--- src/rtl/core/wh2d_pkg.sv ---
// Shared types, constants and helpers of the weighted 2D histogram binner.
// No dependencies; every other file in rtl/core but wh2d_ram imports this package.
package wh2d_pkg;

    localparam int MAX_BINS_X = 32;
    localparam int MAX_BINS_Y = 32;
    localparam int MAX_BINS   = (MAX_BINS_X > MAX_BINS_Y) ? MAX_BINS_X : MAX_BINS_Y;
    localparam int DEPTH      = MAX_BINS_X * MAX_BINS_Y;
    localparam int ADDR_W     = $clog2(DEPTH);
    localparam int BIN_W      = $clog2(MAX_BINS + 1);

    localparam int VAL_W     = 32;
    localparam int W_W       = 16;
    localparam int PROD_W    = 2 * W_W;
    localparam int TOT_W     = 48;
    localparam int CNT_W     = 6;
    localparam int IDX_W     = 5;
    localparam int EDGE_W    = VAL_W + 3;
    localparam int DIV_W     = VAL_W + 1;
    localparam int DIV_STEPS = DIV_W;
    localparam int STEP_CW   = $clog2(DIV_STEPS);
    localparam int PADDR_W   = 5;
    localparam int PDATA_W   = 32;

    localparam logic [1:0] MODE_FILL  = 2'd0;
    localparam logic [1:0] MODE_CLEAR = 2'd1;
    localparam logic [1:0] MODE_READ  = 2'd2;

    localparam logic [2:0] REG_X_LO  = 3'd0;
    localparam logic [2:0] REG_X_HI  = 3'd1;
    localparam logic [2:0] REG_Y_LO  = 3'd2;
    localparam logic [2:0] REG_Y_HI  = 3'd3;
    localparam logic [2:0] REG_X_CNT = 3'd4;
    localparam logic [2:0] REG_Y_CNT = 3'd5;
    localparam logic [2:0] REG_X_LOG = 3'd6;
    localparam logic [2:0] REG_Y_LOG = 3'd7;

    typedef struct packed {
        logic signed [VAL_W-1:0] x_lo;
        logic signed [VAL_W-1:0] x_hi;
        logic signed [VAL_W-1:0] y_lo;
        logic signed [VAL_W-1:0] y_hi;
        logic [CNT_W-1:0]        x_cnt;
        logic [CNT_W-1:0]        y_cnt;
        logic                    x_log;
        logic                    y_log;
    } cfg_t;

    typedef struct packed {
        logic load;
        logic axis;
        logic ax_init;
        logic div_step;
        logic div_fix;
        logic walk;
        logic rd_fill;
        logic wb_fill;
        logic rd_read;
        logic res_read;
        logic res_zero;
        logic clr_init;
        logic clr_step;
    } cmd_t;

    typedef struct packed {
        logic n_zero;
        logic log_axis;
        logic found;
        logic last;
        logic clr_last;
    } sts_t;

    // Bin count in use, limited to the store's size on that axis.
    function automatic logic [BIN_W-1:0] clamp_bins(input logic [CNT_W-1:0] cnt,
                                                   input int maxv);
        logic [BIN_W-1:0] res;
        if (int'(cnt) > maxv)
            res = BIN_W'(maxv);
        else
            res = BIN_W'(cnt);
        return res;
    endfunction

endpackage

--- src/rtl/core/wh2d_regs.sv ---
// APB-style configuration registers of the histogram binner.
// Depends on wh2d_pkg for cfg_t and register indexes.
module wh2d_regs (
    input  logic                          clk,
    input  logic                          rst_n,
    input  logic                          psel,
    input  logic                          penable,
    input  logic                          pwrite,
    input  logic [wh2d_pkg::PADDR_W-1:0]  paddr,
    input  logic [wh2d_pkg::PDATA_W-1:0]  pwdata,
    output logic [wh2d_pkg::PDATA_W-1:0]  prdata,
    output logic                          pready,
    output wh2d_pkg::cfg_t                cfg,
    output logic                          cfg_clear
);
    import wh2d_pkg::*;

    cfg_t       cfg_reg;
    logic       wr;
    logic [2:0] idx;

    assign wr        = psel && penable && pwrite;
    assign idx       = paddr[PADDR_W-1:2];
    assign pready    = 1'b1;
    assign cfg       = cfg_reg;
    // A new bin count asks for a clear of the whole store; the controller acts on it only while idle or clearing.
    assign cfg_clear = wr && (idx == REG_X_CNT || idx == REG_Y_CNT);

    always_ff @(posedge clk or negedge rst_n)
    begin
        if (!rst_n)
        begin
            cfg_reg.x_lo  <= '0;
            cfg_reg.x_hi  <= 32'sd65536;
            cfg_reg.y_lo  <= '0;
            cfg_reg.y_hi  <= 32'sd65536;
            cfg_reg.x_cnt <= CNT_W'(32);
            cfg_reg.y_cnt <= CNT_W'(32);
            cfg_reg.x_log <= 1'b0;
            cfg_reg.y_log <= 1'b0;
        end
        else if (wr)
        begin
            unique case (idx)
                REG_X_LO:  cfg_reg.x_lo  <= signed'(pwdata[VAL_W-1:0]);
                REG_X_HI:  cfg_reg.x_hi  <= signed'(pwdata[VAL_W-1:0]);
                REG_Y_LO:  cfg_reg.y_lo  <= signed'(pwdata[VAL_W-1:0]);
                REG_Y_HI:  cfg_reg.y_hi  <= signed'(pwdata[VAL_W-1:0]);
                REG_X_CNT: cfg_reg.x_cnt <= pwdata[CNT_W-1:0];
                REG_Y_CNT: cfg_reg.y_cnt <= pwdata[CNT_W-1:0];
                REG_X_LOG: cfg_reg.x_log <= pwdata[0];
                REG_Y_LOG: cfg_reg.y_log <= pwdata[0];
                default: ;
            endcase
        end
    end

    always_comb
    begin
        prdata = '0;
        unique case (idx)
            REG_X_LO:  prdata = PDATA_W'(unsigned'(cfg_reg.x_lo));
            REG_X_HI:  prdata = PDATA_W'(unsigned'(cfg_reg.x_hi));
            REG_Y_LO:  prdata = PDATA_W'(unsigned'(cfg_reg.y_lo));
            REG_Y_HI:  prdata = PDATA_W'(unsigned'(cfg_reg.y_hi));
            REG_X_CNT: prdata = PDATA_W'(cfg_reg.x_cnt);
            REG_Y_CNT: prdata = PDATA_W'(cfg_reg.y_cnt);
            REG_X_LOG: prdata = PDATA_W'(cfg_reg.x_log);
            REG_Y_LOG: prdata = PDATA_W'(cfg_reg.y_log);
            default:   prdata = '0;
        endcase
    end

endmodule

--- config.mk ---
export PLATFORM = sky130hd
export DESIGN_NAME = wh2d_regs
export DESIGN_NICKNAME = d
export VERILOG_FILES = /design/src/rtl/core/wh2d_pkg.sv /design/src/rtl/core/wh2d_regs.sv
export SDC_FILE = /design/constraint.sdc
export NUM_CORES = 1
export LEC_CHECK = 0
export BUFFER_PORTS_ARGS = -buffer_cell sky130_fd_sc_hd__buf_4
export CORE_ASPECT_RATIO = 0.5
export CORE_MARGIN = 2
export CORE_UTILIZATION = 45
export DETAILED_ROUTE_END_ITERATION = 7
export HOLD_SLACK_MARGIN = 0.02
export PLACE_DENSITY = 0.72
export REMOVE_ABC_BUFFERS = 1
export SLEW_MARGIN = 20
export SYNTH_ARGS = -nofsm -noshare
export SYNTH_HDL_FRONTEND = slang
export SYNTH_SLANG_ARGS = --single-unit
--- constraint.sdc ---
create_clock -name clk -period 1.3 [get_ports clk]
set_clock_uncertainty 0.1 [all_clocks]
set_input_delay 0.13 -clock clk [delete_from_list [all_inputs] [get_ports clk]]
set_output_delay 0.13 -clock clk [all_outputs]
set_load 0.03 [all_outputs]
* After elaboration in Yosys (flattened, before gate mapping)
Index checks and enable logic that the tools add are counted.
** Word-level totals
- Flip-flop bits (word level) :: 142
- Output and inout port bits :: 176
** Operators by class
- Equality and inequality tests :: 7
- Muxes and demuxes :: 1
- Reductions and logical operators :: 13
** Operator list (number)
- $pmux 32 s8 :: 1
- $reduce_and 2->1 :: 8
- $eq 3x3->1 const B :: 4
- $eq 3x2->1 const B :: 2
- $eq 3x1->1 const B :: 1
- $logic_and 1x1->1 :: 3
- $logic_not 3->1 :: 1
- $logic_or 1x1->1 :: 1

* Longest topological paths before layout
Gate-level depths: netlist of the first run.
- Word-level depth :: 3
- Mapped depth :: 6
- Depth with buffers taken out :: 4

* Least setup slack after synthesis of the first run
No wires, ideal clock.
- Path type :: flip-flop to output port
- Start :: reg cfg_reg (netlist bit cfg[5])
- End :: out prdata[3] in the netlist's numbering
- Arrival :: 1.560 ns
- Required time :: 1.070 ns
- Setup slack :: -0.490 ns
- Stages on the path, launching flop included :: 4
- Buffers on the path :: 0
- Cell sequence :: dfrtp_1 -> mux2i_1 -> o21a_1 -> a221oi_1
** Between the ends
- Longest elaborated chain between the ends :: 1
** Ends and longest elaborated chain
- from (decl) :: RTL line wh2d_regs.sv:18 : cfg_t cfg_reg;
- $pmux 32 s8 :: RTL line wh2d_regs.sv:61 : unique case (idx)
- to (decl) :: RTL line wh2d_regs.sv:11 : output logic [wh2d_pkg::PDATA_W-1:0] prdata,
No other way between the ends.

* Worst setup path in the final report of the first run
- Start :: reg cfg_reg (netlist bit cfg[14])
- End :: out prdata[0] in the netlist's numbering
Same word-level chain as after synthesis.

==> impl_metrics.csv, run 1 <==
group,metric,value,unit
synthesis,yosysWarnings,0,
final_layout,final_nets,903,
critical_path,end_kind,"output pin",
final_layout,register_area,0.00356,mm²
clock_network,cts.reportedPaths.clkPinSlew,0.06,ns
clock_network,htreeDepth,4,
timing,final-setup-viol-count,109,
clock_network,root_buffer,"clkbuf_16",
synthesis,synth_xor_area_share,0,%
pwr,switching_share,34.5,%
pwr,vdd_drop_max,1.05,mV
pwr,internal_power,13.5,mW
floorplanning,die_area,0.0158,mm²
placed_design,place_ws,-0.531,ns
placed_design,place.gp.congestion,0.825,
grt,grt_pass1_vias,6147,
pwr,clkPwrFrac,25.4,%
critical_path,r2r_setup_slack,0.09,ns
synthesis,synthesis.area,0.00662,mm²
drt,wl_per_cell,25.0,µm
critical_path,crit_type,"flop to output pin",
synthesis,synthTopCellsByArea,"dfrtp_1 (52%), mux2_2 (23%), mux4_2 (7.5%)",
clock_network,cts_tree,"done",
pwr,comb_power_share,45.0,%
critical_path,r2r_cells,4,
final_layout,final_core_util,84.7,%
timing,drv_slew,0,
synthesis,muxShareOfSynthArea,35.0,%
drt,dr_total_vias,5916,
synthesis,synthSimpleGateAreaFrac,5.61,%
pwr,power.share.sequential,29.6,%
timing,finalCritPeriodShare,149,%
floorplanning,floorplan.initialDensity,45.9,%
clock_network,cts_buffer_depth,2,
critical_path,crit_family,"multiplexers",
synthesis,syn_area_per_cell,15.8,µm²
floorplanning,ioPinCount,218,
timing,worst_pin_slew,0.687,ns
placed_design,placed_area,0.00963,mm²
synthesis,yosysTopAreaCell,"dfrtp_1",
critical_path,critPathRequiredTime,1.07,ns
pwr,power.density,1680,mW/mm²
final_layout,multi_input_area,0.00306,mm²
timing,min_period,1.94,ns
critical_path,path_cells,"mux4_2 > mux2_4 > buf_6",
clock_network,cts-buffers-inserted,17,
floorplanning,dieHeight,89.8,µm
final_layout,layout.cells.non_filler,1072,
final_layout,largest_reg_flops,142,
placed_design,portBuffers,214,
grt,grt_overflow,0,
grt,antenna_found_initial,1,
placed_design,place_inst,969,
synthesis,synth_compound_area_share,1.95,%
timing,finalSetupTns,-20.14,ns
synthesis,ys_seq_area_share,53.7,%
outcome,violations,"negative setup slack",
floorplanning,die_x,176,µm
synthesis,ys_seq_elements,142,
drt,final_antenna_net_count,0,
final_layout,drive_gt1_share,75.0,%
flow_run,cap_violations,0,
grt,grt_max_degree,39,
synthesis,synth_cell_types,37,
drt,drt_iter0_drc,299,
floorplanning,rows,31,
outcome,outcome,"finished with violations",
clock_network,insertion_delay,0.42,ns
final_layout,syn_to_final_growth,84.6,%
synthesis,synth_cells,420,
synthesis,synth_fa_ha_area_share,0,%
timing,rsz0062_at_grt,"yes",
critical_path,r2r-end,"cfg[73]$_DFFE_PN0P_",
drt,drt-total-wl,26800,µm
drt,via_per_inst,5.52,
timing,slew_headroom,54.2,%
grt,grt.total_usage,28.4,%
grt,grt_pass1_wl,34100,µm
critical_path,worst-path-buf-inv,1,
pwr,p_sw,7.11,mW
synthesis,synth_top_family_by_area,"multiplexers",
placed_design,dpl.hpwl,13800,µm
timing,hold_violations,0,
drt,first_pass_iters,5,
critical_path,crit_path_top_delay_cell,"mux4_2",
critical_path,reg2reg_from,"cfg[73]$_DFFE_PN0P_",
final_layout,nFillCells,648,
critical_path,worstPathMaxFanout,2,
drt,drc,0,
min_path,hp-class,"input port to asynchronous set/reset pin",
critical_path,cp.arrival,1.71,ns
timing,fmax,517,MHz
synthesis,synth_top_area_share,52.1,%
critical_path,cp-start-kind,"flop",
clock_network,cts_sinks,142,
critical_path,max_stage_delay,0.47,ns
floorplanning,coreArea,0.0144,mm²
final_layout,design_area,0.0122,mm²
timing,finalWorstSetupSlack,-0.635,ns
pwr,p_leak,5.84,nW
## per-stage QoR
step / hold WS, ns / total power [mW]
2_1_floorplan: -0.266 / 9.25
4_1_cts: 0.108 / 19.2
5_1_grt: 0.121 / 21.1
6_report: 0.108 / 20.6
3_3_place_gp: -0.0335 / 12.7
3_5_place_dp: -0.0257 / 12.9
## layout make-up
class | instances | area share [%]
Multi-Input combinational cell | 250 | 25.0
Sequential cell | 142 | 29.1
Clock inverter | 14 | 1.57
Antenna cell | 1 | 0.0205
Inverter | 1 | 0.0307
Clock buffer | 17 | 3.48
Tap cell | 198 | 2.03
Timing Repair Buffer | 449 | 38.7
## cell usage in the layout (no fill, tap or decap), drive strengths merged, types with 3 or more instances in the layout
| cell type | n |
|---|---|
| buf | 415 |
| o21ai | 6 |
| nand2 | 4 |
| nor3 | 6 |
| dlygate4sd3 | 33 |
| dfrtp | 138 |
| mux4 | 28 |
| a22o | 6 |
| mux2i | 4 |
| clkinv | 7 |
| dfstp | 4 |
| bufinv | 4 |
| inv | 3 |
| nand2b | 4 |
| nor2b | 28 |
| nor2 | 7 |
| a21oi | 3 |
| mux2 | 144 |
| clkbuf | 18 |
## synth_stat cells (all sizes together)
| master | instances |
|---|---|
| a21oi | 3 |
| a221oi | 1 |
| a22o | 6 |
| a31oi | 1 |
| and2 | 1 |
| buf | 24 |
| clkbuf | 3 |
| conb | 1 |
| dfrtp | 138 |
| dfstp | 4 |
| inv | 1 |
| mux2 | 144 |
| mux2i | 4 |
| mux4 | 28 |
| nand2 | 4 |
| nand2b | 4 |
| nand3 | 1 |
| nand4 | 1 |
| nor2 | 7 |
| nor2b | 28 |
| nor3 | 6 |
| nor3b | 1 |
| nor4b | 1 |
| o21a | 1 |
| o21ai | 6 |
| o221ai | 1 |
## how the worst max path moves through the flow
| stage | to | slack [ns] | startpoint | depth (start not counted) |
|---|---|---|---|---|
| after detailed placement | prdata[22] | -0.53 | paddr[2] | 5 |
| final | prdata[0] | -0.64 | cfg[14]$_DFFE_PN0P_ | 3 |
| after CTS | prdata[0] | -0.62 | cfg[0]$_DFFE_PN0P_ | 3 |
| after floorplan | cfg[14]$_DFFE_PN0P_ | -0.50 | pwrite | 3 |
| after global routing | prdata[0] | -0.67 | cfg[78]$_DFFE_PN0P_ | 3 |
| after global placement | prdata[23] | -0.49 | paddr[2] | 5 |
## cell families (layout without fill, tap and decap cells)
group / Yosys count / count (layout)
mux: 176 / 176
flops: 142 / 142
simple gates: 54 / 54
buf+inv: 28 / 481
compound gates: 19 / 19
other cells: 1 / 2
## power by group through the flow
stage	Combinational (mW)	Clock, mW	Sequential [mW]
2_1_floorplan	1.60	0	7.65
3_3_place_gp	6.88	0	5.84
3_5_place_dp	7.00	0	5.87
4_1_cts	8.20	5.14	5.84
5_1_grt	9.58	5.43	6.13
6_report	9.27	5.22	6.09
## timing repair
item,4_1_cts,5_1_grt
pin swaps,4,1
endpoints found under the setup margin,193,171
resized for setup,226,147
hold buffers,33,0
gates cloned,0,1
hold endpoints to repair,280,0
buffers inserted,42,71
## routing by layer
layer,global-route usage [%],share of wire (%),vias up
li1,-,-,2445
met1,34.7,40,3053
met2,49.0,50,307
met3,5.80,5.6,111
met4,12.9,4.4,0
met5,0,0,-
Note: power is estimated with default switching activity, not from simulation.
==> inputs of run 2 (changes only) <==
--- a/config.mk
+++ b/config.mk
@@ -13,6 +13,7 @@
 export HOLD_SLACK_MARGIN = 0.02
 export PLACE_DENSITY = 0.72
 export REMOVE_ABC_BUFFERS = 1
+export SETUP_SLACK_MARGIN = 0.4
 export SLEW_MARGIN = 20
 export SYNTH_ARGS = -nofsm -noshare
 export SYNTH_HDL_FRONTEND = slang
==> run 2 against run 1 <==
- the flow now stops in global routing (5_1_grt)
- area after synthesis stayed put
- synthesized cell count did not move
==> impl_metrics.csv, run 2 <==
group,metric,value,unit
synthesis,ys_seq_area_share,53.7,%
timing,worstEndpointType,"primary output",
clock_network,root_buffer,"clkbuf_16",
floorplanning,rows,31,
synthesis,synthesis.area,0.00662,mm²
synthesis,yosysMostFrequentCell,"dfrtp_1",
outcome,first-error,"[ERROR DPL-0033] detailed placement checks failed during check placement.",
grt,antenna_found_initial,2,
synthesis,synth_cell_types,37,
clock_network,cts-buffers-inserted,17,
floorplanning,floorplan.initialDensity,45.9,%
synthesis,synth_cells,420,
synthesis,synthTopCellsByArea,"dfrtp_1 (52%), mux2_2 (23%), mux4_2 (7.5%)",
clock_network,htreeDepth,4,
synthesis,ys_top_cells_by_count,"dfrtp_1 (138), mux2_2 (133), nor2b_1 (28)",
floorplanning,dieHeight,89.8,µm
placed_design,portBuffers,214,
grt,grt_max_degree,39,
floorplanning,ioPinCount,218,
synthesis,yosysTopAreaCell,"dfrtp_1",
synthesis,ys_seq_elements,142,
placed_design,place_ws,-0.531,ns
synthesis,synth_top_area_share,52.1,%
synthesis,async_reset_ff_share,100,%
clock_network,cts_sinks,142,
outcome,outcome,"did not finish",
synthesis,syn_area_per_cell,15.8,µm²
outcome,lastStage,"global routing (5_1_grt)",
synthesis,synthFlopType,"dfrtp_1",
timing,grt_worst_setup_endpoint,"prdata[0]",
floorplanning,die_x,176,µm
synthesis,yosysWarnings,0,
placed_design,dpl.hpwl,13800,µm
synthesis,synth_edf_count,0,
placed_design,place.gp.congestion,0.825,
clock_network,cts_buffer_depth,2,
## run 2: cell counts after synthesis
Identical to the previous run, type by type.
## run 2: metrics by stage
step	utilization [%]	cell area [µm²]	hold slack, ns	instances	TNS, ns
floorplan	-	6380	-0.266	393	-52.90
global placement	66.7	9630	-0.0335	969	-63.66
detailed placement	66.7	9630	-0.0257	969	-66.89
CTS	85.5	12300	-0.461	1060	-17.78
## run 2: what timing repair did
| action | in CTS |
|---|---|
| endpoints found under the hold margin | 280 |
| pin swaps | 7 |
| gates resized for setup | 374 |
| setup endpoints to repair | 317 |
| gates cloned | 7 |
| hold buffers | 30 |
| buffers inserted | 23 |
## run 2: cells by family after synthesis
kind of cell,after synthesis,synth area share (%)
flops,142,53.7
simple gates,54,5.61
mux,176,35.0
compound gates,19,1.95
other cells,1,0.0566
buf+inv,28,3.70
==> inputs of run 3 (changes only) <==
--- a/config.mk
+++ b/config.mk
@@ -6,14 +6,11 @@
 export NUM_CORES = 1
 export LEC_CHECK = 0
 export BUFFER_PORTS_ARGS = -buffer_cell sky130_fd_sc_hd__buf_4
-export CORE_ASPECT_RATIO = 0.5
 export CORE_MARGIN = 2
-export CORE_UTILIZATION = 45
+export CORE_UTILIZATION = 30
 export DETAILED_ROUTE_END_ITERATION = 7
-export HOLD_SLACK_MARGIN = 0.02
-export PLACE_DENSITY = 0.72
+export PLACE_DENSITY_LB_ADDON = 0.15
 export REMOVE_ABC_BUFFERS = 1
-export SETUP_SLACK_MARGIN = 0.4
 export SLEW_MARGIN = 20
 export SYNTH_ARGS = -nofsm -noshare
 export SYNTH_HDL_FRONTEND = slang
==> constraint.sdc (replaced) <==
create_clock -name clk -period 1.7 [get_ports clk]
set_clock_uncertainty 0.1 [all_clocks]
set_input_delay 0.17 -clock clk [delete_from_list [all_inputs] [get_ports clk]]
set_output_delay 0.17 -clock clk [all_outputs]
set_load 0.03 [all_outputs]
==> run 3 against run 2 <==
- the flow now finishes, with violations (negative setup slack)
==> impl_metrics.csv, run 3 (same netlist as run 1, synthesis figures left out) <==
group,metric,value,unit
pwr,internal_power,8.84,mW
critical_path,r2r_cells,3,
final_layout,largest_reg_flops,142,
final_layout,final_nets,867,
placed_design,place_ws,-0.114,ns
clock_network,htreeDepth,4,
timing,fmax,512,MHz
critical_path,path_cells,"mux4_2 > mux2_4 > buf_6",
pwr,vdd_drop_max,0.629,mV
clock_network,insertion_delay,0.41,ns
drt,final_antenna_net_count,0,
drt,drc,0,
grt,antenna_found_initial,0,
flow_run,cap_violations,0,
grt,grt_max_degree,53,
placed_design,place.gp.congestion,0.751,
drt,via_per_inst,4.69,
clock_network,cts-buffers-inserted,17,
timing,rsz0062_at_grt,"yes",
pwr,clkPwrFrac,25.6,%
final_layout,design_area,0.0109,mm²
drt,first_pass_iters,4,
critical_path,cp-start-kind,"flop",
pwr,power.density,1250,mW/mm²
drt,drt-total-wl,20900,µm
placed_design,portBuffers,214,
final_layout,multi_input_area,0.00298,mm²
timing,worst_hold_slack,0.112,ns
floorplanning,coreArea,0.0218,mm²
clock_network,cts_sinks,142,
pwr,power.share.sequential,33.0,%
pwr,comb_power_share,41.4,%
final_layout,layout.cells.non_filler,1118,
final_layout,layout_commonest_cell,"buf_4",
clock_network,cts.reportedPaths.clkPinSlew,0.06,ns
critical_path,crit_path_top_delay_cell,"mux4_2",
timing,finalCritPeriodShare,115,%
floorplanning,die_area,0.0233,mm²
critical_path,critPathRequiredTime,1.43,ns
timing,finalWorstSetupSlack,-0.254,ns
floorplanning,die_x,153,µm
grt,grt_pass1_vias,5648,
final_layout,final_core_util,49.9,%
final_layout,nFillCells,1950,
outcome,outcome,"finished with violations",
timing,hold_violations,0,
critical_path,max_stage_delay,0.46,ns
floorplanning,rows,54,
final_layout,diodes,0,
floorplanning,floorplan.initialDensity,30.4,%
pwr,switching_share,34.9,%
pwr,p_leak,5.31,nW
final_layout,final_cell_mix,"buf_4 (346), dfrtp_1 (138), mux2_2 (132), dlygate4sd3_1 (33), mux4_2 (28)",
timing,min_period,1.95,ns
timing,final-setup-viol-count,30,
floorplanning,ioPinCount,218,
critical_path,reg2reg_from,"cfg[66]$_DFFE_PN0P_",
critical_path,worstPathMaxFanout,2,
final_layout,register_area,0.00356,mm²
critical_path,worst-path-stages,3,
grt,grt_pass1_wl,32300,µm
drt,drt_iter0_drc,153,
clock_network,cts_tree,"done",
placed_design,placed_area,0.00877,mm²
pwr,total_power,13.6,mW
drt,dr_total_vias,5239,
final_layout,drive_gt1_share,72.7,%
min_path,hp-class,"input port to asynchronous set/reset pin",
clock_network,root_buffer,"clkbuf_16",
critical_path,end_kind,"output pin",
critical_path,worstSetupStartpoint,"cfg[46]$_DFFE_PN0P_",
clock_network,cts_buffer_depth,2,
critical_path,cp.arrival,1.68,ns
grt,grt.total_usage,17.9,%
critical_path,worst-path-buf-inv,1,
floorplanning,dieHeight,153,µm
timing,finalSetupTns,-3.60,ns
pwr,p_sw,4.73,mW
drt,wl_per_cell,18.7,µm
outcome,violations,"negative setup slack",
placed_design,place_inst,923,
placed_design,dpl.hpwl,13700,µm
critical_path,crit_family,"multiplexers",
critical_path,crit_type,"flop to output pin",
grt,grt_overflow,0,
timing,drv_slew,0,
final_layout,syn_to_final_growth,64.1,%
run 3: path summary, 6_finish.rpt:
| kind | endpoint | slack [ns] |
|---|---|---|
| hold / removal | cfg[138]$_DFFE_PN0P_ | 0.11 |
| max in group asynchronous | cfg[30]$_DFFE_PN1P_ | 0.76 |
| setup reg to reg | cfg[66]$_DFFE_PN0P_ | 0.58 |
| hold reg to reg | cfg[122]$_DFFE_PN0P_ | 0.43 |
| min in group clk | cfg[2]$_DFFE_PN0P_ | 0.27 |
| setup / recovery | prdata[0] | -0.25 |
run 3: power by group through the flow:
stage / clock [mW] / combinational [mW] / sequential [mW]
floorplan: 0 / 1.22 / 5.85
global placement: 0 / 4.29 / 4.63
detailed placement: 0 / 4.33 / 4.68
CTS: 3.58 / 5.39 / 4.47
global route: 3.73 / 5.91 / 4.55
finish: 3.47 / 5.62 / 4.48
run 3: worst register-to-register path: stages (launching register included):
cell	delay [ns]
dfrtp_1	0.39
buf_4	0.13
buf_4	0.13
mux2_2	0.25
run 3: timing repair:
item | CTS | global route
hold buffers | 33 | 0
buffers inserted | 108 | 22
pin swaps | 4 | 3
gates resized for setup | 31 | 36
setup endpoints to repair | 32 | 32
endpoints found under the hold margin | 281 | 0
run 3: cell type report:
cell class | instances | area share (%)
Sequential cell | 142 | 32.7
Timing Repair Buffer | 413 | 31.4
Inverter | 1 | 0.0345
Multi-Input combinational cell | 250 | 27.5
Clock buffer | 21 | 4.33
Tap cell | 280 | 3.22
Clock inverter | 11 | 0.760
run 3: per-layer routing:
metal	up-vias	track usage (%)	wire length, µm
met5	-	0	0
met1	2696	23.5	9170
li1	2369	-	-
met2	161	29.6	10300
met3	13	4.78	1260
met4	0	4.10	176
