File: config.mk
export PLATFORM = sky130hd
export DESIGN_NAME = wh2d_ctrl
export DESIGN_NICKNAME = d
export VERILOG_FILES = /design/src/rtl/core/wh2d_pkg.sv /design/src/rtl/core/wh2d_ctrl.sv
export SDC_FILE = /design/constraint.sdc
export NUM_CORES = 1
export LEC_CHECK = 0
export ABC_AREA = 1
export BUFFER_PORTS_ARGS = -buffer_cell sky130_fd_sc_hd__buf_4
export CORE_MARGIN = 1
export CORE_UTILIZATION = 40
export CTS_BUF_LIST = sky130_fd_sc_hd__clkbuf_8
export CTS_CLUSTER_SIZE = 28
export DETAILED_ROUTE_END_ITERATION = 8
export PLACE_DENSITY_LB_ADDON = 0.08
export SETUP_SLACK_MARGIN = 0.2
export SYNTH_ARGS = -nofsm -noshare
export SYNTH_HDL_FRONTEND = slang
export SYNTH_SLANG_ARGS = --single-unit
File: constraint.sdc
create_clock -name clk -period 1.8 [get_ports clk]
set_clock_uncertainty 0.05 [all_clocks]
set_input_delay 0.36 -clock clk [delete_from_list [all_inputs] [get_ports clk]]
set_output_delay 0.36 -clock clk [all_outputs]
set_load 0.02 [all_outputs]
File: src/rtl/core/wh2d_pkg.sv
// Shared types, constants and helpers of the weighted 2D histogram binner.
// No dependencies; every other file in rtl/core but wh2d_ram imports this package.
package wh2d_pkg;

    localparam int MAX_BINS_X = 32;
    localparam int MAX_BINS_Y = 32;
    localparam int MAX_BINS   = (MAX_BINS_X > MAX_BINS_Y) ? MAX_BINS_X : MAX_BINS_Y;
    localparam int DEPTH      = MAX_BINS_X * MAX_BINS_Y;
    localparam int ADDR_W     = $clog2(DEPTH);
    localparam int BIN_W      = $clog2(MAX_BINS + 1);

    localparam int VAL_W     = 32;
    localparam int W_W       = 16;
    localparam int PROD_W    = 2 * W_W;
    localparam int TOT_W     = 48;
    localparam int CNT_W     = 6;
    localparam int IDX_W     = 5;
    localparam int EDGE_W    = VAL_W + 3;
    localparam int DIV_W     = VAL_W + 1;
    localparam int DIV_STEPS = DIV_W;
    localparam int STEP_CW   = $clog2(DIV_STEPS);
    localparam int PADDR_W   = 5;
    localparam int PDATA_W   = 32;

    localparam logic [1:0] MODE_FILL  = 2'd0;
    localparam logic [1:0] MODE_CLEAR = 2'd1;
    localparam logic [1:0] MODE_READ  = 2'd2;

    localparam logic [2:0] REG_X_LO  = 3'd0;
    localparam logic [2:0] REG_X_HI  = 3'd1;
    localparam logic [2:0] REG_Y_LO  = 3'd2;
    localparam logic [2:0] REG_Y_HI  = 3'd3;
    localparam logic [2:0] REG_X_CNT = 3'd4;
    localparam logic [2:0] REG_Y_CNT = 3'd5;
    localparam logic [2:0] REG_X_LOG = 3'd6;
    localparam logic [2:0] REG_Y_LOG = 3'd7;

    typedef struct packed {
        logic signed [VAL_W-1:0] x_lo;
        logic signed [VAL_W-1:0] x_hi;
        logic signed [VAL_W-1:0] y_lo;
        logic signed [VAL_W-1:0] y_hi;
        logic [CNT_W-1:0]        x_cnt;
        logic [CNT_W-1:0]        y_cnt;
        logic                    x_log;
        logic                    y_log;
    } cfg_t;

    typedef struct packed {
        logic load;
        logic axis;
        logic ax_init;
        logic div_step;
        logic div_fix;
        logic walk;
        logic rd_fill;
        logic wb_fill;
        logic rd_read;
        logic res_read;
        logic res_zero;
        logic clr_init;
        logic clr_step;
    } cmd_t;

    typedef struct packed {
        logic n_zero;
        logic log_axis;
        logic found;
        logic last;
        logic clr_last;
    } sts_t;

    // Bin count in use, limited to the store's size on that axis.
    function automatic logic [BIN_W-1:0] clamp_bins(input logic [CNT_W-1:0] cnt,
                                                   input int maxv);
        logic [BIN_W-1:0] res;
        if (int'(cnt) > maxv)
            res = BIN_W'(maxv);
        else
            res = BIN_W'(cnt);
        return res;
    endfunction

endpackage

File: src/rtl/core/wh2d_ctrl.sv
// Controller FSM: sequences division, edge walk, store access and clearing.
// Depends on wh2d_pkg for command and status structs.
module wh2d_ctrl (
    input  logic            clk,
    input  logic            rst_n,
    input  logic            start,
    input  logic [1:0]      mode,
    input  logic            cfg_clear,
    input  wh2d_pkg::sts_t  sts,
    output wh2d_pkg::cmd_t  cmd,
    output logic            busy,
    output logic            done
);
    import wh2d_pkg::*;

    typedef enum logic [3:0] {
        S_CLEAR,
        S_IDLE,
        S_AX_INIT,
        S_DIV,
        S_FIX,
        S_WALK,
        S_RD_FILL,
        S_WB,
        S_RD_READ,
        S_OUT_READ
    } state_t;

    state_t               state_reg, state_next;
    logic                 axis_reg, axis_next;
    logic [STEP_CW-1:0]   cnt_reg, cnt_next;
    logic                 clr_item_reg, clr_item_next;
    logic                 done_reg, done_next;

    always_comb
    begin
        state_next    = state_reg;
        axis_next     = axis_reg;
        cnt_next      = cnt_reg;
        clr_item_next = clr_item_reg;
        done_next     = 1'b0;
        cmd           = '0;
        cmd.axis      = axis_reg;

        unique case (state_reg)
            S_CLEAR:
            begin
                cmd.clr_step = 1'b1;
                if (cfg_clear)
                begin
                    cmd.clr_init  = 1'b1;
                    clr_item_next = 1'b0;
                end
                else if (sts.clr_last)
                begin
                    state_next = S_IDLE;
                    if (clr_item_reg)
                    begin
                        cmd.res_zero = 1'b1;
                        done_next    = 1'b1;
                    end
                end
            end
            S_IDLE:
            begin
                if (cfg_clear)
                begin
                    cmd.clr_init  = 1'b1;
                    clr_item_next = 1'b0;
                    state_next    = S_CLEAR;
                end
                else if (start)
                begin
                    cmd.load = 1'b1;
                    unique case (mode)
                        MODE_FILL:
                        begin
                            axis_next  = 1'b0;
                            state_next = S_AX_INIT;
                        end
                        MODE_CLEAR:
                        begin
                            cmd.clr_init  = 1'b1;
                            clr_item_next = 1'b1;
                            state_next    = S_CLEAR;
                        end
                        MODE_READ:
                            state_next = S_RD_READ;
                        default:
                        begin
                            cmd.res_zero = 1'b1;
                            done_next    = 1'b1;
                        end
                    endcase
                end
            end
            S_AX_INIT:
            begin
                cmd.ax_init = 1'b1;
                cnt_next    = '0;
                if (sts.n_zero)
                begin
                    cmd.res_zero = 1'b1;
                    done_next    = 1'b1;
                    state_next   = S_IDLE;
                end
                else if (sts.log_axis)
                    state_next = S_WALK;
                else
                    state_next = S_DIV;
            end
            S_DIV:
            begin
                cmd.div_step = 1'b1;
                cnt_next     = cnt_reg + STEP_CW'(1);
                if (cnt_reg == STEP_CW'(DIV_STEPS - 1))
                    state_next = S_FIX;
            end
            S_FIX:
            begin
                cmd.div_fix = 1'b1;
                state_next  = S_WALK;
            end
            S_WALK:
            begin
                cmd.walk = 1'b1;
                if (sts.found)
                begin
                    if (axis_reg)
                        state_next = S_RD_FILL;
                    else
                    begin
                        axis_next  = 1'b1;
                        state_next = S_AX_INIT;
                    end
                end
                else if (sts.last)
                begin
                    cmd.res_zero = 1'b1;
                    done_next    = 1'b1;
                    state_next   = S_IDLE;
                end
            end
            S_RD_FILL:
            begin
                cmd.rd_fill = 1'b1;
                state_next  = S_WB;
            end
            S_WB:
            begin
                cmd.wb_fill = 1'b1;
                done_next   = 1'b1;
                state_next  = S_IDLE;
            end
            S_RD_READ:
            begin
                cmd.rd_read = 1'b1;
                state_next  = S_OUT_READ;
            end
            S_OUT_READ:
            begin
                cmd.res_read = 1'b1;
                done_next    = 1'b1;
                state_next   = S_IDLE;
            end
            default:
                state_next = S_IDLE;
        endcase
    end

    always_ff @(posedge clk or negedge rst_n)
    begin
        if (!rst_n)
        begin
            state_reg    <= S_CLEAR;
            axis_reg     <= 1'b0;
            cnt_reg      <= '0;
            clr_item_reg <= 1'b0;
            done_reg     <= 1'b0;
        end
        else
        begin
            state_reg    <= state_next;
            axis_reg     <= axis_next;
            cnt_reg      <= cnt_next;
            clr_item_reg <= clr_item_next;
            done_reg     <= done_next;
        end
    end

    assign busy = state_reg != S_IDLE;
    assign done = done_reg;

    a_div_count: assert property (@(posedge clk) disable iff (!rst_n)
        (state_reg == S_DIV) |-> (cnt_reg <= STEP_CW'(DIV_STEPS - 1)))
        else $error("divider step count overran");

    a_fill_no_early_result: assert property (@(posedge clk) disable iff (!rst_n)
        (start && !busy && !cfg_clear && mode == MODE_FILL) |=> !done_reg)
        else $error("fill request produced a result in the next cycle");

    a_store_access_on_y: assert property (@(posedge clk) disable iff (!rst_n)
        (state_reg == S_RD_FILL || state_reg == S_WB) |-> axis_reg)
        else $error("store access before the y bin was found");

    a_clear_no_access: assert property (@(posedge clk) disable iff (!rst_n)
        (state_reg == S_CLEAR) |-> !(cmd.rd_fill || cmd.wb_fill || cmd.rd_read))
        else $error("store access during the clearing pass");

endmodule

# Yosys cells after proc, flatten, opt, wreduce, memory -nomap -nowiden
# Cells that the tools add are included.
dict set report word_totals {
  register_bits 13
  out_inout_bits 15
  word_cells 93
}
dict set report classes {
  n_addsub 1
  eq_ne 25
  muxes 52
  reduce_logical 10
}
# operator n
set ops {}
lappend ops {{1-bit two-way mux} 33}
lappend ops {{4-bit two-way mux} 8}
lappend ops {{4-bit case mux with 8 select lines} 1}
lappend ops {{4-bit by 3-bit equality test with 1-bit output, second input constant} 4}
lappend ops {{2-bit != test, second input constant} 7}
lappend ops {{4-bit case mux with 3 select lines} 1}
lappend ops {{6-bit case mux with 2 select lines} 1}
lappend ops {{4-bit by 2-bit equality test with 1-bit output, second input constant} 2}
lappend ops {{4-bit equality test, second input constant} 2}
lappend ops {{6-bit by 1-bit adder with 6-bit output, second input constant} 1}
lappend ops {{6-bit equality test, second input constant} 1}
lappend ops {{3-bit two-way mux} 2}
lappend ops {{3-bit != test, second input constant} 2}
lappend ops {{1-bit case mux with 2 select lines} 3}
lappend ops {{6-bit AND reduction} 1}
lappend ops {{2-bit nonzero test} 3}
lappend ops {{5-bit by 2-bit != test with 1-bit output, second input constant} 1}
lappend ops {{1-bit case mux with 5 select lines} 1}
lappend ops {{5-bit AND reduction} 1}
lappend ops {{4-bit by 1-bit equality test with 1-bit output, second input constant} 1}
lappend ops {{4-bit logical NOT} 1}
lappend ops {{4-bit by 1-bit != test with 1-bit output, second input constant} 1}
lappend ops {{1-bit case mux with 4 select lines} 1}
lappend ops {{4-bit AND reduction} 1}
lappend ops {{other kinds (8)} 8}

# Longest topological paths before layout
# Gate-level depths: netlist of run 1.
dict set report depth {
  word_depth 6
  depth_mapped 10
}

# Least setup slack after synthesis of run 1
# Ideal clock, no wire load.
dict set report synth_timing {
  path_kind {reg-to-output}
  startpoint {register state_reg[3]}
  endpoint {output port cmd[2] in the netlist's numbering}
  arrival_ns 1.324
  required_ns 1.390
  path_slack_ns 0.066
  stages_incl_launch_ff 8
  path_buffers 0
  path_cell_list {dfrtp_1 > nor2_2 > nand2_1 > nor2_2 > inv_1 > o21ai_1 > inv_1 > nand2_1}
}
# item line
set synth_rtl {}
lappend synth_rtl {{start, declared} wh2d_ctrl.sv:29} ;# state_t state_reg, state_next;
lappend synth_rtl {{start signal, assigned} wh2d_ctrl.sv:183} ;# state_reg <= state_next;
lappend synth_rtl {{end, declared} wh2d_ctrl.sv:10} ;# output wh2d_pkg::cmd_t cmd,

==> flow_metrics.py, run 1 <==
metrics = {
    "outcome": {
        "status": "complete, but fails checks",
        "violations": "negative setup slack",
    },
    "floorplanning": {
        "start_util": 0.422,
        "num_rows": 18,
        "fp.dieH_um": 52.9,
        "design.core.area_um2": 2450,
        "die_w_um": 52.9,
        "pin_count": 26,
        "die_area_um2": 2790,
    },
    "routing": {
        "drt_iter0_drc": 12,
        "viasPerCell": 4.83,
        "drt-total-wl_um": 3170,
        "ant_nets": 0,
        "drc": 0,
        "firstDrtPassIters": 4,
        "wl_per_cell_um": 13.9,
        "num_vias": 1102,
    },
    "setup_path": {
        "crit_fanout": 4,
        "max_stage_delay_ns": 0.46,
        "crit_path_frequent_cell": "nor2_2",
        "critPathCaptureType": "output pin",
        "worst_setup_path_start_kind": "flip-flop",
        "worstPathBufferInverterCount": 2,
        "arrival_ns": 1.47,
        "crit_path_top_delay_cell": "dfrtp_2",
        "crit_start": "state_reg[3]",
        "r2r_start": "state_reg[0]",
        "crit_required_ns": 1.39,
        "cpLargestDelayFamily": "simple AND/OR/NAND/NOR gates",
        "path_class": "reg -> out",
        "crit_chain": "inv_4 > nand2_4 > nor2_4 > nand3_2 > nor2_2 > nor2_2 > nand2_2 > buf_6",
    },
    "timing": {
        "maxSlewHeadroom": 0.836,
        "slew_violations": 0,
        "max_freq_mhz": 531,
        "hold_viol_final": 0,
        "rsz0062_at_grt": "yes",
        "worst_slack_ns": -0.0834,
        "finalSetupViolations": 4,
        "worstMarginPinSlew_ns": 0.243,
        "min_period_ns": 1.88,
        "finalCritPeriodShare": 1.05,
        "setup-tns-final_ns": -0.205,
    },
    "final_layout": {
        "area_growth_pct": 67.2,
        "fill_cells": 211,
        "largest_reg_flops": 6,
        "utilization": 0.705,
        "layout.nets": 216,
        "n_antenna_cell": 0,
        "drive_gt1_frac": 0.530,
    },
    "hold_path": {
        "min_from": "sts[2]",
        "hp-class": "in -> reg",
    },
    "clock_network": {
        "clockBufferDepth": 2,
        "cts_root_buf": "clkbuf_8",
        "cts_buffers": 3,
        "tritoncts": "yes",
        "clk_pin_slew_ns": 0.06,
        "clk_latency_ns": 0.24,
        "cts-htree-levels": 1,
        "clkSinkCount": 13,
    },
    "power_and_ir_drop": {
        "ir_drop_mv": 1.24,
        "power.density_nw_per_um2": 1570,
        "leakage_nw": 0.879,
    },
    "placed_design": {
        "globalplace.congestion": 0.845,
        "numPortBuffers": 25,
        "hpwlAfterDp_um": 2150,
    },
    "global_routing": {
        "grt-ovfl-total": 0,
        "antenna_found_initial": 0,
        "grt_usage": 0.241,
        "grt_first_pass_wirelength_um": 4820,
        "grt_pass1_vias": 1013,
        "grt_max_degree": 14,
    },
    "synth": {
        "synth.net_count": 159,
        "ys_types": 24,
        "synth_seq_area_share": 0.314,
        "synth-seq-cells": 13,
        "netlist_instances": 142,
        "avgSynthCellArea_um2": 7.29,
        "syn-cell-area_um2": 1030,
        "yosysWarnings": 0,
    },
    "job": {
        "cap_violations": 0,
    },
}
## cells by family (layout without fill, tap and decap cells)
| family | count (synthesis) | in the layout | synth area share |
|---|---|---|---|
| simple gates | 74 | 74 | 0.383 |
| fa+ha+maj | 6 | 6 | 0.0725 |
| flops | 13 | 13 | 0.314 |
| buf+inv | 30 | 86 | 0.120 |
| compound gates | 19 | 19 | 0.110 |
## repair_timing
item                       CTS  global route
hold endpoints to repair    13             0
gates resized for setup     37            24
buffers inserted            16             9
pin swaps                    7            16
setup endpoints to repair   13            15
hold buffers                 1             0
## report_power, final
| group | internal, mW | switching [mW] | total, mW |
|---|---|---|---|
| logic | 0.908 | 1.03 | 1.94 |
| registers | 0.397 | 0.117 | 0.514 |
| clock network | 0.151 | 0.116 | 0.267 |
| total | 1.46 | 1.26 | 2.72 |
## final timing paths
| check | to | slack, ns | cells after the start |
|---|---|---|---|
| min in group asynchronous | clr_item_reg | 0.45 | 2 |
| max | cmd[2] | -0.08 | 8 |
| min reg2reg | cnt_reg[4] | 0.45 | 1 |
| min | axis_reg | 0.33 | 3 |
| max reg2reg | state_reg[0] | 0.16 | 10 |
| max in group asynchronous | state_reg[1] | 1.05 | 2 |
## cell type report
type | count | area, um^2 | share of cell area
multi-input cells | 99 | 709 | 0.410
flip-flops and latches | 13 | 330 | 0.191
repair buffers | 55 | 502 | 0.290
clock buffers | 3 | 41.3 | 0.0239
well taps | 30 | 37.5 | 0.0217
clock inverters | 1 | 3.75 | 0.00217
inverters | 27 | 106 | 0.0615
## synthesized netlist by cell type
| cell | number | area (um^2) |
|---|---|---|
| nand3_4 | 1 | 17.5 |
| or2_2 | 1 | 6.26 |
| nand4_1 | 3 | 18.8 |
| dfrtp_1 | 13 | 325 |
| nor2_4 | 5 | 56.3 |
| a32o_1 | 1 | 10.0 |
| nor3_1 | 4 | 20.0 |
| ha_1 | 6 | 75.1 |
| a21oi_1 | 5 | 25.0 |
| nand2_1 | 24 | 90.1 |
| nand2_2 | 4 | 25.0 |
| buf_4 | 3 | 22.5 |
| o21ai_1 | 1 | 5.00 |
| inv_2 | 3 | 11.3 |
| and2_1 | 1 | 6.26 |
| nor2_2 | 2 | 12.5 |
| o21ai_0 | 9 | 45.0 |
| nand2_4 | 3 | 33.8 |
| nor2_1 | 16 | 60.1 |
| o21bai_1 | 1 | 7.51 |
| o22ai_2 | 1 | 12.5 |
| inv_1 | 24 | 90.1 |
| o2111ai_1 | 1 | 8.76 |
| nand3_1 | 10 | 50.1 |
## metal layers
metal,vias to the layer above,routed length [um],GRT usage
met2,24,1610,0.390
met5,-,0,0
met4,0,17,0.0219
li1,560,-,-
met1,514,1440,0.337
met3,4,107,0.0546
## per-stage QoR
stage | hold slack [ns] | cell area, um^2 | power [mW] | std cells | setup slack [ns]
final | 0.329 | 1730 | 2.72 | 228 | -0.0834
after global routing | 0.340 | 1730 | 2.88 | 228 | -0.140
after CTS | 0.326 | 1580 | 2.41 | 219 | -0.0593
after detailed placement | 0.173 | 1280 | 1.78 | 198 | 0.0810
after global placement | 0.170 | 1280 | 1.75 | 198 | 0.110
after floorplan | 0.0144 | 1040 | 1.37 | 142 | 0.185
## worst min-delay path, delay by kind of cell
family	cells	cell delay, ns
AND/OR/NAND/NOR	2	0.13
buffers and inverters	1	0.10
## placed cells by master (no fill, tap or decap), types with 4 or more instances in the layout
cell and count:
dfrtp_1 9, inv_1 19, o21ai_0 9, nor2_4 11, ha_1 6, nand3_1 8, a21oi_1 5, buf_6 23
nand2_4 6, buf_4 31, inv_2 7, dfrtp_2 4, nand2_1 20, nor2_1 9, nand2_2 4
Note: power is estimated with default switching activity, not from simulation.
==> run 2: changes to the inputs <==
--- a/config.mk
+++ b/config.mk
@@ -8,7 +8,7 @@
 export ABC_AREA = 1
 export BUFFER_PORTS_ARGS = -buffer_cell sky130_fd_sc_hd__buf_4
 export CORE_MARGIN = 1
-export CORE_UTILIZATION = 40
+export CORE_UTILIZATION = 54
 export CTS_BUF_LIST = sky130_fd_sc_hd__clkbuf_8
 export CTS_CLUSTER_SIZE = 28
 export DETAILED_ROUTE_END_ITERATION = 8
==> flow_metrics.py, run 2 (synthesis results as in run 1) <==
metrics = {
    "timing": {
        "worst_slack_ns": -0.185,
        "max_freq_mhz": 504,
        "worstMarginPinSlew_ns": 0.350,
        "slew_violations": 0,
        "holdWs_ns": 0.325,
        "finalSetupViolations": 5,
        "rsz0062_at_grt": "yes",
        "finalCritPeriodShare": 1.10,
        "maxSlewHeadroom": 0.765,
        "min_period_ns": 1.98,
        "hold_viol_final": 0,
    },
    "routing": {
        "drt-total-wl_um": 4170,
        "dr_wl_met2_um": 1930,
        "viasPerCell": 6.13,
        "drc": 0,
        "wl_met3_um": 499,
        "ant_nets": 0,
        "drt_iter0_drc": 110,
        "num_vias": 1355,
        "wl_per_cell_um": 18.9,
        "wl_met1_um": 1460,
        "firstDrtPassIters": 5,
        "highest_layer": "met4",
    },
    "clock_network": {
        "cts-htree-levels": 1,
        "clkSinkCount": 13,
        "clk_latency_ns": 0.25,
        "cts_buffers": 3,
        "cts_root_buf": "clkbuf_8",
        "tritoncts": "yes",
        "clk_pin_slew_ns": 0.06,
        "clockBufferDepth": 2,
    },
    "floorplanning": {
        "die_w_um": 45.8,
        "die_area_um2": 2100,
        "start_util": 0.587,
        "num_rows": 15,
        "pin_count": 26,
        "design.core.area_um2": 1760,
        "fp.dieH_um": 45.8,
    },
    "global_routing": {
        "grt_pass1_vias": 1104,
        "antenna_found_initial": 0,
        "grt_max_degree": 14,
        "grt-ovfl-total": 0,
        "grt_usage": 0.324,
        "grt_first_pass_wirelength_um": 4730,
    },
    "final_layout": {
        "fill_cells": 78,
        "area_growth_pct": 55.6,
        "layoutNonFillerInstCount": 221,
        "final_cell_mix": "38 x buf_4, 22 x inv_1, 21 x nand2_1",
        "drive_gt1_frac": 0.485,
        "n_antenna_cell": 0,
        "layout.nets": 214,
        "largest_reg_flops": 6,
        "layout_commonest_cell": "buf_4",
    },
    "setup_path": {
        "crit_required_ns": 1.39,
        "crit_fanout": 4,
        "critPathCaptureType": "output pin",
        "arrival_ns": 1.57,
        "worst_setup_path_start_kind": "flip-flop",
        "path_class": "reg -> out",
    },
    "power_and_ir_drop": {
        "ir_drop_mv": 1.25,
        "p_int_mw": 1.43,
        "clkPwrFrac": 0.098,
        "leakage_nw": 0.850,
        "seqPwrFrac": 0.192,
        "pwr-share-comb": 0.711,
        "switching_share": 0.489,
        "power.switching_mw": 1.36,
        "power.density_nw_per_um2": 1730,
    },
    "placed_design": {
        "globalplace.congestion": 0.933,
        "hpwlAfterDp_um": 1920,
        "numPortBuffers": 25,
        "dp_cells": 192,
    },
    "job": {
        "cap_violations": 0,
    },
    "hold_path": {
        "hp-class": "in -> reg",
    },
    "outcome": {
        "status": "complete, but fails checks",
        "violations": "negative setup slack",
    },
}
==> run 2: cell types whose count changed in the layout (fill, tap and decap cells not counted), sizes merged <==
cell  previous run  this run
buf             54        52
==> run 2: what timing repair did <==
| action | 4_1_cts | 5_1_grt |
|---|---|---|
| buffers inserted | 16 | 8 |
| gates resized for setup | 19 | 18 |
| hold endpoints to repair | 13 | 0 |
| pin swaps | 9 | 8 |
| hold buffers | 1 | 0 |
| gates cloned | 0 | 0 |
| setup endpoints to repair | 12 | 19 |
==> run 2: worst paths after layout <==
kind	slack (ns)	to	depth (start not counted)	from
min in group asynchronous	0.46	done	2	rst_n
max reg2reg	0	state_reg[0]	9	state_reg[1]
min reg2reg	0.47	cnt_reg[4]	1	cnt_reg[4]
min	0.32	axis_reg	3	sts[2]
max	-0.18	cmd[2]	8	state_reg[2]
max in group asynchronous	1.06	state_reg[1]	2	rst_n
==> run 2: final cells by class <==
cell class,count,area (um^2),area share
Multi-Input combinational cell,99,642,0.399
Timing Repair Buffer,53,453,0.281
Sequential cell,13,330,0.205
Inverter,27,109,0.0676
Clock buffer,3,41.3,0.0256
Tap cell,25,31.3,0.0194
Clock inverter,1,3.75,0.00233
==> run 2: worst max-delay path: stages (launching register included) <==
cell	delay, ns
dfrtp_2	0.46
nor2_4	0.15
nand2_2	0.09
nor2_4	0.13
inv_2	0.07
o21ai_2	0.15
inv_1	0.08
nand2_2	0.07
buf_6	0.11
==> run 2: layer usage <==
metal,vias up,global-route usage
li1,559,-
met1,616,0.388
met2,143,0.566
met3,37,0.0476
met4,0,0.147
met5,-,0
==> run 2: stage by stage <==
| step | instance area [um^2] | setup TNS, ns | setup WS (ns) | utilization | power [mW] |
|---|---|---|---|---|---|
| 2_1_floorplan | 1040 | 0 | 0.185 | - | 1.37 |
| 3_3_place_gp | 1260 | 0 | 0.0993 | 0.716 | 1.71 |
| 3_5_place_dp | 1260 | 0 | 0.0677 | 0.716 | 1.74 |
| 4_1_cts | 1500 | -0.0680 | -0.0359 | 0.849 | 2.31 |
| 5_1_grt | 1610 | -0.541 | -0.210 | 0.913 | 2.87 |
| 6_report | 1610 | -0.402 | -0.185 | 0.913 | 2.79 |
==> run 2: power groups by stage <==
stage	logic, mW	clock network [mW]	registers, mW
floorplan	0.898	0	0.470
global placement	1.22	0	0.497
detailed placement	1.23	0	0.506
CTS	1.54	0.262	0.510
global route	2.05	0.282	0.537
finish	1.98	0.272	0.535
==> run 3: changes to the inputs <==
==> constraint.sdc (replaced) <==
create_clock -name clk -period 1.8 [get_ports clk]
set_clock_uncertainty 0.05 [all_clocks]
set_input_delay 0.36 -clock clk [delete_from_list [all_inputs] [get_ports clk]]
set_output_delay 0.36 -clock clk [all_outputs]
set_load 0.05 [all_outputs]
==> flow_metrics.py, run 3 <==
metrics = {
    "synth": {
        "yosysWarnings": 0,
        "synthTopCellsByCount": "24 x inv_1, 24 x nand2_1, 16 x nor2_1, 13 x dfrtp_1, 10 x nand3_1",
        "avgSynthCellArea_um2": 7.29,
        "syn-cell-area_um2": 1030,
        "synth.net_count": 159,
        "netlist_instances": 142,
        "synth_top_area_cell": "dfrtp_1",
        "ys_types": 24,
        "synth.top_cells.by_area": "dfrtp_1 31%, inv_1 8.7%, nand2_1 8.7%, ha_1 7.3%, nor2_1 5.8%",
        "synth_seq_area_share": 0.314,
        "synth_top_area_frac": 0.314,
        "yosys_most_used_dff": "dfrtp_1",
        "synth-seq-cells": 13,
        "async_flop_share": 1.00,
        "synth_edf_count": 0,
    },
    "clock_network": {
        "clockBufferDepth": 2,
        "clkSinkCount": 13,
        "cts_buffers": 3,
        "cts_root_buf": "clkbuf_8",
        "cts-htree-levels": 1,
    },
    "global_routing": {
        "grt_max_degree": 14,
    },
    "floorplanning": {
        "die_w_um": 45.8,
        "pin_count": 26,
        "num_rows": 15,
        "start_util": 0.587,
        "fp.dieH_um": 45.8,
    },
    "outcome": {
        "haltStage": "global routing (5_1_grt)",
        "status": "stopped before the end",
        "error_line": "[ERROR DPL-0038] Utilization greater than 100%, impossible to legalize",
    },
    "placed_design": {
        "hpwlAfterDp_um": 2060,
        "globalplace.congestion": 0.982,
        "numPortBuffers": 25,
        "placed_area_um2": 1330,
    },
    "timing": {
        "grt_repair_worst_endpoint": "cmd[1]",
        "worstEndpointType": "output port",
    },
}
run 3: kinds of logic after synthesis:
logic type,after synthesis,share of synthesized area
AND/OR/NAND/NOR,74,0.383
adder cells (fa/ha/maj),6,0.0725
flip-flops,13,0.314
AO/OA/AOI/OAI,19,0.110
buffers and inverters,30,0.120
run 3: metrics by stage:
| step | instances | utilization | setup WS (ns) | setup TNS (ns) |
|---|---|---|---|---|
| 4_1_cts | 217 | 0.928 | -0.107 | -0.171 |
| 3_5_place_dp | 197 | 0.754 | 0.0176 | 0 |
| 3_3_place_gp | 197 | 0.754 | 0.0675 | 0 |
| 2_1_floorplan | 142 | - | -0.0479 | -0.0869 |
run 3: timing repair:
action | 4_1_cts
setup buffers | 15
endpoints found under the setup margin | 13
hold buffers | 1
endpoints found under the hold margin | 13
resized for setup | 42
pin swaps | 9
==> run 4: changes to the inputs <==
==> config.mk (replaced) <==
export PLATFORM = sky130hd
export DESIGN_NAME = wh2d_ctrl
export DESIGN_NICKNAME = d
export VERILOG_FILES = /design/src/rtl/core/wh2d_pkg.sv /design/src/rtl/core/wh2d_ctrl.sv
export SDC_FILE = /design/constraint.sdc
export NUM_CORES = 1
export LEC_CHECK = 0
export ABC_AREA = 1
export BUFFER_PORTS_ARGS = -buffer_cell sky130_fd_sc_hd__buf_4
export CORE_AREA = 2 2 63 65
export DETAILED_ROUTE_END_ITERATION = 8
export DIE_AREA = 0 0 65 67
export PLACE_DENSITY_LB_ADDON = 0.15
export SYNTH_ARGS = -nofsm -noshare
export SYNTH_HDL_FRONTEND = slang
export SYNTH_SLANG_ARGS = --single-unit
==> flow_metrics.py, run 4 (synthesis results as in run 1) <==
metrics = {
    "power_and_ir_drop": {
        "p_total_mw": 2.71,
        "power.density_nw_per_um2": 1710,
        "leakage_nw": 0.825,
        "ir_drop_mv": 0.650,
    },
    "final_layout": {
        "layout_commonest_cell": "buf_4",
        "fin_area_um2": 1590,
        "multi_input_area_um2": 634,
        "fill_cells": 383,
        "register_area_um2": 328,
        "largest_reg_flops": 6,
        "area_growth_pct": 53.2,
        "layoutNonFillerInstCount": 240,
        "layout.nets": 210,
        "final_cell_mix": "38 x buf_4, 22 x inv_1, 22 x nand2_1",
        "n_antenna_cell": 0,
        "drive_gt1_frac": 0.438,
        "utilization": 0.440,
    },
    "setup_path": {
        "arrival_ns": 1.48,
        "worst_setup_path_start_kind": "flip-flop",
        "path_class": "reg -> out",
        "crit_required_ns": 1.39,
        "critPathCaptureType": "output pin",
        "crit_fanout": 5,
    },
    "timing": {
        "max_freq_mhz": 529,
        "worst_slack_ns": -0.0889,
        "finalSetupViolations": 3,
        "worstMarginPinSlew_ns": 0.259,
        "rsz0062_at_grt": "yes",
        "finalCritPeriodShare": 1.05,
        "maxSlewHeadroom": 0.828,
        "hold_viol_final": 0,
        "holdWs_ns": 0.325,
        "min_period_ns": 1.89,
        "setup-tns-final_ns": -0.147,
        "slew_violations": 0,
    },
    "clock_network": {
        "cts_root_buf": "clkbuf_8",
        "clk_latency_ns": 0.25,
        "clockBufferDepth": 2,
        "cts_buffers": 3,
        "cts-htree-levels": 1,
        "tritoncts": "yes",
        "clk_pin_slew_ns": 0.06,
        "clkSinkCount": 13,
    },
    "routing": {
        "firstDrtPassIters": 4,
        "drt_iter0_drc": 44,
        "ant_nets": 0,
        "num_vias": 1087,
        "wl_per_cell_um": 11.5,
        "drc": 0,
        "drt-total-wl_um": 2770,
        "viasPerCell": 4.53,
    },
    "placed_design": {
        "hpwlAfterDp_um": 2120,
        "pre_cts_slack_ns": 0.0182,
        "numPortBuffers": 25,
        "globalplace.congestion": 0.796,
        "dp_cells": 219,
        "placed_area_um2": 1340,
    },
    "global_routing": {
        "grt_usage": 0.142,
        "antenna_found_initial": 0,
        "grt-ovfl-total": 0,
        "grt_first_pass_wirelength_um": 4720,
        "grt_max_degree": 14,
        "grt_pass1_vias": 1096,
    },
    "floorplanning": {
        "start_util": 0.287,
        "fp.dieH_um": 67,
        "die_w_um": 65,
        "num_rows": 22,
        "pin_count": 26,
        "design.core.area_um2": 3610,
        "die_area_um2": 4360,
    },
    "hold_path": {
        "hp-class": "in -> reg",
    },
    "job": {
        "cap_violations": 0,
    },
    "outcome": {
        "violations": "negative setup slack",
        "status": "complete, but fails checks",
    },
}
run 4: layout make-up:
type | instances | share of cell area
flip-flops and latches | 13 | 0.207
well taps | 48 | 0.0379
repair buffers | 49 | 0.260
clock buffers | 4 | 0.0284
inverters | 27 | 0.0671
multi-input cells | 99 | 0.400
run 4: final timing paths:
kind	cells after the start	to	start	slack, ns
max in group asynchronous	2	state_reg[1]	rst_n	1.07
hold / removal	3	axis_reg	sts[2]	0.33
hold reg to reg	1	cnt_reg[4]	cnt_reg[4]	0.45
setup / recovery	6	cmd[2]	state_reg[1]	-0.09
setup reg to reg	11	state_reg[3]	state_reg[1]	0.13
min in group asynchronous	2	clr_item_reg	rst_n	0.45
run 4: timing repair:
action,4_1_cts,5_1_grt
hold buffers,1,0
buffers inserted,13,3
endpoints found under the setup margin,5,8
endpoints found under the hold margin,13,0
pin swaps,5,2
resized for setup,16,8
run 4: routing by layer:
metal	routed length [um]	GRT usage	up-vias	part of all wire
li1	-	-	553	-
met1	1190	0.161	506	0.43
met2	1440	0.262	24	0.52
met3	102	0.0321	4	0.037
met4	45	0.0479	0	0.016
met5	0	0	-	0
run 4: report_power, final:
group	internal, mW	switching (mW)	total (mW)
sequential	0.395	0.0982	0.493
clock	0.156	0.110	0.267
combinational	0.801	1.15	1.95
run 4: critical path, cell delays in order, from the launching register on:
cell and delay [ns]:
dfrtp_2 0.46, nor2_1 0.21, nand2_2 0.13, nor3_2 0.12, nor2_1 0.08, nand2_1 0.08
buf_6 0.15
